==> config.mk <==
export PLATFORM = sky130hd
export DESIGN_NAME = link_presence_monitor
export DESIGN_NICKNAME = d
export VERILOG_FILES = /design/src/rtl/lpm_pkg.sv /design/src/rtl/link_presence_monitor.sv /design/src/rtl/lpm_eval.sv
export SDC_FILE = /design/constraint.sdc
export NUM_CORES = 1
export LEC_CHECK = 0
export ABC_AREA = 1
export BUFFER_PORTS_ARGS = -buffer_cell sky130_fd_sc_hd__buf_2
export CAP_MARGIN = 20
export CORE_MARGIN = 1.5
export CORE_UTILIZATION = 50
export DETAILED_ROUTE_END_ITERATION = 6
export PLACE_DENSITY = 0.67
export SETUP_SLACK_MARGIN = 0.1
export SYNTH_ARGS = -nofsm -noshare
export SYNTH_HDL_FRONTEND = slang
export SYNTH_SLANG_ARGS = --single-unit
==> constraint.sdc <==
create_clock -name clk -period 11.8 [get_ports clk]
set_clock_uncertainty 0.2 [all_clocks]
set_input_delay 1.18 -clock clk [delete_from_list [all_inputs] [get_ports clk]]
set_output_delay 1.18 -clock clk [all_outputs]
set_load 0.01 [all_outputs]
==> src/rtl/lpm_pkg.sv <==
// shared types, codes and widths for the link presence monitor
`default_nettype none

package lpm_pkg;

    localparam int TimeW = 48;
    localparam int CfgW  = 24;
    localparam int CodeW = 2;
    localparam int IdxW  = 2;

    localparam logic [CodeW-1:0] LINK_AWAKE = 2'd0;
    localparam logic [CodeW-1:0] LINK_DARK  = 2'd1;
    localparam logic [CodeW-1:0] LINK_NOSIG = 2'd2;

    localparam logic [CodeW-1:0] FRESH_LIVE = 2'd0;
    localparam logic [CodeW-1:0] FRESH_IDLE = 2'd1;
    localparam logic [CodeW-1:0] FRESH_GONE = 2'd2;

    localparam logic [IdxW-1:0] REG_LIVE       = 2'd0;
    localparam logic [IdxW-1:0] REG_LOST       = 2'd1;
    localparam logic [IdxW-1:0] REG_DARK       = 2'd2;
    localparam logic [IdxW-1:0] REG_ACTIVE_GAP = 2'd3;

    localparam logic [CfgW-1:0] LIVE_RESET       = 24'd5000;
    localparam logic [CfgW-1:0] LOST_RESET       = 24'd90000;
    localparam logic [CfgW-1:0] DARK_RESET       = 24'd30000;
    localparam logic [CfgW-1:0] ACTIVE_GAP_RESET = 24'd3000;

    typedef struct packed {
        logic [CfgW-1:0] live_ms;
        logic [CfgW-1:0] lost_ms;
        logic [CfgW-1:0] dark_ms;
        logic [CfgW-1:0] gap_limit_ms;
    } lpm_cfg_t;

    typedef struct packed {
        logic              heard_any;
        logic [TimeW-1:0]  last_receive_time;
        logic [TimeW-1:0]  last_active_time;
        logic [CodeW-1:0]  reported_link;
        logic [CodeW-1:0]  reported_freshness;
        logic              reported_valid;
    } lpm_state_t;

    typedef struct packed {
        logic              produce;
        logic [CodeW-1:0]  link;
        logic [CodeW-1:0]  freshness;
        logic              changed;
    } lpm_result_t;

endpackage

`default_nettype wire

==> src/rtl/link_presence_monitor.sv <==
// link presence monitor top level: input register, evaluation, result register
//
// Usage:
//   Input channel (in_valid/in_ready) carries one event per request: func is 0
//   for a periodic tick and 1 for a packet arrival, now_ms its millisecond time.
//   Output channel (out_valid/out_ready) carries link, freshness and changed.
//   Every packet gives one result; a tick gives one only when link or
//   freshness differs from the last report.
//   A request passes from the input register through the combinational evaluation
//   to the result register. Throughput: one request per cycle while no result
//   stalls, set by the single input register. A stalled result (out_valid high,
//   out_ready low) holds the evaluation; one more request waits in the input
//   register, after which in_ready drops. Thresholds are written by the user through
//   cfg_we/cfg_index/cfg_data only while idle; the block does not enforce it.
//   Reset (rst_n low, asynchronous) empties both registers, restores the
//   default thresholds and clears all history: nothing heard, nothing reported.
`default_nettype none

module link_presence_monitor
    import lpm_pkg::*;
(
    input  wire logic             clk,
    input  wire logic             rst_n,
    input  wire logic             in_valid,
    output logic                  in_ready,
    input  wire logic             func,
    input  wire logic [TimeW-1:0] now_ms,
    output logic                  out_valid,
    input  wire logic             out_ready,
    output logic [CodeW-1:0]      link,
    output logic [CodeW-1:0]      freshness,
    output logic                  changed,
    input  wire logic             cfg_we,
    input  wire logic [IdxW-1:0]  cfg_index,
    input  wire logic [CfgW-1:0]  cfg_data
);

    logic             in_valid_reg;
    logic             in_valid_next;
    logic             in_func_reg;
    logic [TimeW-1:0] in_now_reg;
    logic             out_valid_reg;
    logic             out_valid_next;
    logic [CodeW-1:0] out_link_reg;
    logic [CodeW-1:0] out_fresh_reg;
    logic             out_changed_reg;
    lpm_cfg_t         cfg_reg;
    lpm_cfg_t         cfg_next;
    lpm_state_t       state_reg;
    lpm_state_t       state_next;
    lpm_state_t       eval_state;
    lpm_result_t      eval_result;
    logic             fire;
    logic             take;

    lpm_eval u_eval (
        .func       (in_func_reg),
        .now_ms     (in_now_reg),
        .cfg        (cfg_reg),
        .state      (state_reg),
        .result     (eval_result),
        .state_next (eval_state)
    );

    assign fire     = in_valid_reg && (!out_valid_reg || out_ready);
    assign in_ready = !in_valid_reg || fire;
    assign take     = in_valid && in_ready;

    assign in_valid_next  = take || (in_valid_reg && !fire);
    assign out_valid_next = fire ? eval_result.produce : (out_valid_reg && !out_ready);
    assign state_next     = fire ? eval_state : state_reg;

    always_comb
    begin
        cfg_next = cfg_reg;
        if (cfg_we)
        begin
            unique case (cfg_index)
                REG_LIVE:       cfg_next.live_ms      = cfg_data;
                REG_LOST:       cfg_next.lost_ms      = cfg_data;
                REG_DARK:       cfg_next.dark_ms      = cfg_data;
                REG_ACTIVE_GAP: cfg_next.gap_limit_ms = cfg_data;
                default:        cfg_next = cfg_reg;
            endcase
        end
    end

    always_ff @(posedge clk or negedge rst_n)
    begin
        if (!rst_n)
        begin
            in_valid_reg         <= 1'b0;
            out_valid_reg        <= 1'b0;
            cfg_reg.live_ms      <= LIVE_RESET;
            cfg_reg.lost_ms      <= LOST_RESET;
            cfg_reg.dark_ms      <= DARK_RESET;
            cfg_reg.gap_limit_ms <= ACTIVE_GAP_RESET;
            state_reg            <= '0;
        end
        else
        begin
            in_valid_reg  <= in_valid_next;
            out_valid_reg <= out_valid_next;
            cfg_reg       <= cfg_next;
            state_reg     <= state_next;
        end
    end

    always_ff @(posedge clk)
    begin
        if (take)
        begin
            in_func_reg <= func;
            in_now_reg  <= now_ms;
        end
        if (fire)
        begin
            out_link_reg    <= eval_result.link;
            out_fresh_reg   <= eval_result.freshness;
            out_changed_reg <= eval_result.changed;
        end
    end

    assign out_valid = out_valid_reg;
    assign link      = out_link_reg;
    assign freshness = out_fresh_reg;
    assign changed   = out_changed_reg;

endmodule

`default_nettype wire

==> src/rtl/lpm_eval.sv <==
// per-request evaluation: activity refresh, freshness, link state and report decision
`default_nettype none

module lpm_eval
    import lpm_pkg::*;
(
    input  wire logic             func,
    input  wire logic [TimeW-1:0] now_ms,
    input  wire lpm_cfg_t         cfg,
    input  wire lpm_state_t       state,
    output lpm_result_t           result,
    output lpm_state_t            state_next
);

    localparam int DiffW = TimeW + 1;
    localparam int PadW  = DiffW - CfgW;

    logic signed [DiffW-1:0] gap;
    logic signed [DiffW-1:0] act_raw;
    logic signed [DiffW-1:0] rx_age;
    logic signed [DiffW-1:0] act_age;
    logic signed [DiffW-1:0] live_thr;
    logic signed [DiffW-1:0] lost_thr;
    logic signed [DiffW-1:0] dark_thr;
    logic signed [DiffW-1:0] gap_thr;
    logic                    refresh;
    logic                    heard_next;
    logic [CodeW-1:0]        link_v;
    logic [CodeW-1:0]        fresh_v;
    logic                    changed_v;
    logic                    produce_v;

    assign live_thr = $signed({{PadW{1'b0}}, cfg.live_ms});
    assign lost_thr = $signed({{PadW{1'b0}}, cfg.lost_ms});
    assign dark_thr = $signed({{PadW{1'b0}}, cfg.dark_ms});
    assign gap_thr  = $signed({{PadW{1'b0}}, cfg.gap_limit_ms});

    // signed differences so that time running backwards reads as negative
    assign gap     = $signed({1'b0, now_ms}) - $signed({1'b0, state.last_receive_time});
    assign act_raw = $signed({1'b0, now_ms}) - $signed({1'b0, state.last_active_time});

    assign refresh = func && (!state.heard_any || (state.reported_freshness == FRESH_GONE)
                              || (gap <= gap_thr));

    assign rx_age     = func ? '0 : gap;
    assign act_age    = refresh ? '0 : act_raw;
    assign heard_next = state.heard_any | func;

    always_comb
    begin
        if (!heard_next)
        begin
            fresh_v = FRESH_GONE;
        end
        else if (rx_age < live_thr)
        begin
            fresh_v = FRESH_LIVE;
        end
        else if (rx_age < lost_thr)
        begin
            fresh_v = FRESH_IDLE;
        end
        else
        begin
            fresh_v = FRESH_GONE;
        end

        if (fresh_v == FRESH_GONE)
        begin
            link_v = LINK_NOSIG;
        end
        else if (act_age >= dark_thr)
        begin
            link_v = LINK_DARK;
        end
        else
        begin
            link_v = LINK_AWAKE;
        end
    end

    assign changed_v = !state.reported_valid || (link_v != state.reported_link)
                       || (fresh_v != state.reported_freshness);
    assign produce_v = changed_v | func;

    assign result.produce   = produce_v;
    assign result.link      = link_v;
    assign result.freshness = fresh_v;
    assign result.changed   = changed_v;

    always_comb
    begin
        state_next                   = state;
        state_next.heard_any         = heard_next;
        if (func)
        begin
            state_next.last_receive_time = now_ms;
        end
        if (refresh)
        begin
            state_next.last_active_time = now_ms;
        end
        if (produce_v)
        begin
            state_next.reported_link      = link_v;
            state_next.reported_freshness = fresh_v;
            state_next.reported_valid     = 1'b1;
        end
    end

endmodule

`default_nettype wire

Word level (Yosys, flattened, before mapping)
Cells that the tools add are included.
{ "totals": {"inputBits": 80, "reg_bits": 254, "output_inout_bits": 7, "elab_cells": 66} }
{ "classes": {"bitwise_logic": 2, "eq_ne": 7, "n_reduce_logical": 26, "addsub": 2, "order_cmp": 4, "muxes": 8} }
{ "ops": {"columns": ["op", "n"], "rows": [
  ["49-bit by 25-bit < comparator with 1-bit output", 2],
  ["49-bit two-way mux", 2],
  ["48-bit by 48-bit subtractor with 49-bit output", 2],
  ["49-bit by 25-bit >= comparator with 1-bit output", 1],
  ["49-bit by 25-bit less-or-equal comparator with 1-bit output", 1],
  ["2-bit AND reduction", 7],
  ["2-bit == test (second input constant)", 4],
  ["2-bit two-way mux", 4],
  ["1-bit logical OR", 7],
  ["1-bit zero test", 6],
  ["1-bit logical AND", 5],
  ["2-bit != test", 2],
  ["2-bit by 1-bit == test with 1-bit output (second input constant)", 1],
  ["2-bit zero test", 1],
  ["1-bit two-way mux", 2],
  ["1-bit bitwise OR", 2]
]} }

Depth between registers and ports, before layout
{ "logic_depth": {"word_depth": 13, "ltp_mapped": 51, "depth_no_buf": 50} }

By module
From an unflattened synthesis, not the netlist that was laid out.
{ "unflattened": {"hier_cells": 3257, "area_unflattened_um2": 21454.3} }
{ "modules_own_cells": {"columns": ["module", "n_inst", "cells_per_inst", "seq_area_each_um2", "area_each_um2"], "rows": [
  ["lpm_eval", 1, 2326, 0.0, 11830.1],
  ["link_presence_monitor", 1, 931, 6661.4, 9624.2]
]} }

Worst setup path after synthesis
Ideal clock, no wire load.
{ "synth_timing": {"kind": "reg2reg", "startpoint": "register in_now_reg[0]", "endpoint": "register state_reg[2] (netlist name)", "n_path_buf": 1, "setup_time_ps": 119, "required_time_ps": 11481, "t_arrival_ps": 5355, "synth_period_minus_slack_ps": 5674, "slack_ps": 6126, "stages_incl_launch_ff": 49, "cell_sequence": "edfxtp_1 -> inv_1 -> ha_1 -> fa_1 -> inv_1 -> nand3_1 -> nand3_1 -> nand2_1 -> nand2_1 -> nand2_1 -> nand2_2 -> xor2_1 -> ha_1 -> nand2_1 -> inv_1 -> o21ai_0 -> a21oi_1 -> nor2_1 -> [... 13 more ...] -> nor2_1 -> ha_1 -> nand4_1 -> nor2_1 -> nand3_1 -> o211ai_1 -> a21oi_1 -> or2_2 -> a21boi_0 -> nand2_1 -> nand4_1 -> nor2_1 -> nand2_1 -> nand2_1 -> nand2_1 -> nand4_1 -> nand3_1 -> nand2_1"} }
{ "synth_via": {"elab_chain_len": 13, "word_cells_on_any_way": 22, "classes_between": "add/sub: 2; order compare: 4; eq/ne: 3; mux: 7; bitwise: 1; reduce/logical: 5"} }
{ "synth_lines": {"columns": ["item", "line", "text"], "rows": [
  ["start, declared", "link_presence_monitor.sv:41", "logic [TimeW-1:0] in_now_reg;"],
  ["start signal, assigned", "link_presence_monitor.sv:114", "in_now_reg <= now_ms;"],
  ["48-bit by 48-bit subtractor with 49-bit output", "lpm_eval.sv:39", "assign gap = $signed({1'b0, now_ms}) - $signed({1'b0, state.last_receive_time});"],
  ["49-bit by 25-bit less-or-equal comparator with 1-bit output or 49-bit two-way mux (tied branches)", "lpm_eval.sv:43, lpm_eval.sv:45", null],
  ["1-bit logical OR or 49-bit by 25-bit < comparator with 1-bit output (tied branches)", "lpm_eval.sv:43, lpm_eval.sv:59", null],
  ["1-bit logical AND or 2-bit two-way mux (tied branches)", "lpm_eval.sv:42, lpm_eval.sv:59", null],
  ["49-bit two-way mux or 2-bit two-way mux (tied branches)", "lpm_eval.sv:46, lpm_eval.sv:55", null],
  ["49-bit by 25-bit >= comparator with 1-bit output or 2-bit two-way mux (tied branches)", "lpm_eval.sv:72, lpm_eval.sv:51", null],
  ["1-bit two-way mux or 2-bit == test (tied branches)", "lpm_eval.sv:72, lpm_eval.sv:68", null],
  ["2-bit two-way mux", "lpm_eval.sv:68", "if (fresh_v == FRESH_GONE)"],
  ["2-bit != test", "lpm_eval.sv:82", "assign changed_v = !state.reported_valid || (link_v != state.reported_link)"],
  ["1-bit logical OR", "lpm_eval.sv:82", null],
  ["1-bit logical OR", "lpm_eval.sv:83", "|| (fresh_v != state.reported_freshness);"],
  ["1-bit bitwise OR", "lpm_eval.sv:84", "assign produce_v = changed_v | func;"],
  ["2-bit AND reduction (no line)", null, null],
  ["end signal, assigned", "link_presence_monitor.sv:105", "state_reg <= state_next;"],
  ["end, declared", "link_presence_monitor.sv:49", "lpm_state_t state_reg;"]
]} }
Parallel ways exist; a longest one is shown, timed or not.
A chain may end at the register's enable or synchronous reset.

Final worst setup path
{ "layout_timing": {"startpoint": "register in_now_reg[0]", "endpoint": "register state_reg[4] (netlist name)"} }
Same word-level chain as after synthesis.

==> flow_metrics.py <==
metrics = {
    "run_status": {
        "status": "finished clean",
    },
    "yosys": {
        "synth-seq-area-share_pct": 33.8,
        "syn_inst": 2876,
        "synth_edf_count": 54,
        "synthFlopType": "dfrtp_1",
        "syn_area_mm2": 0.0197,
        "synth_simple_gate_area_share_pct": 26.8,
        "synth_area_leaders": "dfrtp_1 (22%), nand2_1 (15%), ha_1 (12%)",
        "yosysUniqueCellTypes": 52,
        "synthAdderAreaFrac_pct": 12.3,
        "yosysTopAreaCellShare_pct": 21.8,
        "syn_avg_cell_area_um2": 6.86,
        "synthXorXnorAreaFrac_pct": 2.35,
        "synth_mux_area_share_pct": 0,
        "synth_top_family_by_area": "simple AND/OR/NAND/NOR gates",
        "synth-seq-cells": 254,
        "synth_warnings": 0,
        "async_flop_share_pct": 78.7,
        "synth_top_cell_by_area": "dfrtp_1",
        "synth_compound_area_share_pct": 13.0,
        "syn_nets": 3148,
    },
    "clock_network": {
        "cts.sinks": 254,
        "cts-resized-gates": 0,
        "clk_pin_slew_ns": 0.06,
        "worstSkewPairLatency_ns": 0.58,
        "root_buffer": "clkbuf_16",
        "cts_inserted_buffers": 30,
        "htree_levels": 1,
        "cts_buffer_depth": 3,
        "cts_tree": "built",
        "hold_buffers": 0,
        "postCtsSetupBuffers": 0,
    },
    "global_routing": {
        "grt_pass1_wl_um": 96000,
        "antenna_found_initial": 1,
        "overflow": 0,
        "grt_use_total_pct": 30.2,
        "grt_pass1_vias": 17600,
        "grt_max_degree": 97,
    },
    "sta": {
        "setup_violations": 0,
        "rsz0062_at_grt": "false",
        "tightestPinTransition_ns": 1.02,
        "slew_headroom_pct": 31.7,
        "hold_viol_final": 0,
        "holdWs_ns": 0.276,
        "slew_violations": 0,
        "finalCriticalPeriod_ns": 7.32,
        "setup-tns-final_ns": 0,
        "fmax_mhz": 137,
        "post-route-period-util_pct": 62.1,
    },
    "routing": {
        "drt-total-wl_um": 60800,
        "drc_errors": 0,
        "wl_met3_um": 4340,
        "num_vias": 18500,
        "vias_per_cell": 5.27,
        "dr.pass1.iters": 5,
        "wl_met2_um": 26200,
        "wl_per_cell_um": 17.4,
        "detail-route-antenna-nets": 0,
        "drtIter0Drc": 1566,
        "drt-met1-wl_um": 28600,
        "dr.max_layer_used": "met4",
    },
    "floorplan": {
        "die_area_mm2": 0.0406,
        "num_io_pins": 87,
        "rows": 72,
        "core_area_mm2": 0.0388,
        "die_w_um": 202,
        "dieHeight_um": 202,
        "initial_core_util_pct": 50.8,
    },
    "setup_path": {
        "cp_common_cell": "nand2_1",
        "arrival_ns": 7.58,
        "slowest_stage": "xor2_1",
        "max_stage_delay_ns": 0.55,
        "crit_type": "flip-flop to flip-flop",
        "worstSetupStartpointType": "flip-flop",
        "crit_path_max_fanout": 23,
        "worstPathRequired_ns": 12.06,
        "crit_path_end_kind": "flip-flop",
    },
    "placed_design": {
        "port-buffer-count": 86,
        "dp_hpwl_um": 49200,
        "finalWeightedCongestion": 0.993,
    },
    "layout": {
        "area_growth_pct": 10.6,
        "largest_reg_flops": 102,
        "n_antenna_cell": 0,
        "drive_gt1_share_pct": 7.81,
        "nFillCells": 3856,
        "nets": 3231,
    },
    "power_and_ir_drop": {
        "p_leak_nw": 11.5,
        "ir_drop_mv": 0.132,
        "power_density_mw_per_mm2": 272,
        "power_w": 0.00594,
    },
    "worst_hold_path": {
        "hp-class": "flip-flop to flip-flop",
    },
    "run": {
        "cap_violations": 0,
    },
}
==> stage by stage <==
stage	util [%]	cells	setup slack [ns]	area, um2
2_1_floorplan	-	2876	6.13	19700
3_3_place_gp	53.4	3444	4.55	20700
3_5_place_dp	53.4	3444	4.64	20700
4_1_cts	56.1	3500	4.59	21800
5_1_grt	56.2	3501	3.81	21800
6_report	56.2	3501	4.48	21800
==> final cells by class <==
cell class              instances  area, um2  share of cell area (%)
clock inverters                15        221                    1.01
repair buffers                 97        542                    2.48
inverters                     572       2150                    9.84
well taps                     518        648                    2.97
clock buffers                  41        853                    3.91
flip-flops and latches        254       6660                    30.5
multi-input cells            2004      10700                    49.3
==> cell families (layout without fill, tap and decap cells) <==
family | Yosys count | after routing
compound gates | 477 | 477
simple gates | 1282 | 1282
buf+inv | 618 | 725
fa+ha+maj | 192 | 192
flops | 254 | 254
xor+xnor | 53 | 53
==> cells in the mapped netlist, drive strengths merged, types with 7 or more instances <==
cell,count
nand3,89
dfstp,28
edfxtp,54
nor3,23
a31oi,17
xor2,37
o21bai,15
dfrtp,172
nand2,793
nor2,315
ha,190
nand4,29
a21oi,188
o21ai,216
nand3b,14
inv,570
o21a,9
xnor2,16
clkbuf,41
nor4,7
o211ai,9
==> path summary, 6_finish.rpt <==
check	from	endpoint	slack, ns	cells past startpoint
max	in_now_reg[0]	state_reg[4]	4.48	43
min	state_reg[0]	state_reg[0]	0.28	1
max reg2reg	in_now_reg[0]	state_reg[4]	4.48	43
min reg2reg	state_reg[0]	state_reg[0]	0.28	1
max in group asynchronous	rst_n	state_reg[38]	9.74	2
min in group asynchronous	rst_n	cfg_reg[82]	0.41	1
==> where the power goes <==
part / leakage (nW) / switching [W] / internal [W] / total [W]
Clock: 0.525 / 0.000396 / 0.000616 / 0.00101
Combinational: 8.15 / 0.00245 / 0.00122 / 0.00367
Sequential: 2.86 / 0.000113 / 0.00115 / 0.00126
Total: 11.5 / 0.00296 / 0.00298 / 0.00594
==> metal layers <==
metal	GRT usage (%)	vias up
met5	0	-
met4	8.29	0
met3	4.31	93
met2	47.4	559
met1	43.5	8554
li1	-	9247
==> worst max-delay path, delay by kind of cell (launching register included) <==
family | cells | cell delay [ns]
and+or+nand+nor | 31 | 3.32
DFF | 1 | 0.33
xor gates and xnor gates | 1 | 0.55
AOI/OAI and AO/OA | 5 | 0.77
buffers and inverters | 2 | 0.62
adders and majority gates | 4 | 1.40
==> layout by cell type, fill, tap and decap left out, types with 54 or more instances in the layout <==
| cell | netlist | routed |
|---|---|---|
| nand2_1 | 778 | 777 |
| inv_1 | 564 | 563 |
| nor2_1 | 297 | 296 |
| o21ai_0 | 214 | 214 |
| ha_1 | 190 | 190 |
| a21oi_1 | 187 | 187 |
| dfrtp_1 | 172 | 172 |
| buf_2 | 2 | 85 |
| nand3_1 | 83 | 83 |
| edfxtp_1 | 54 | 54 |
(Power assumes the default switching activity.)
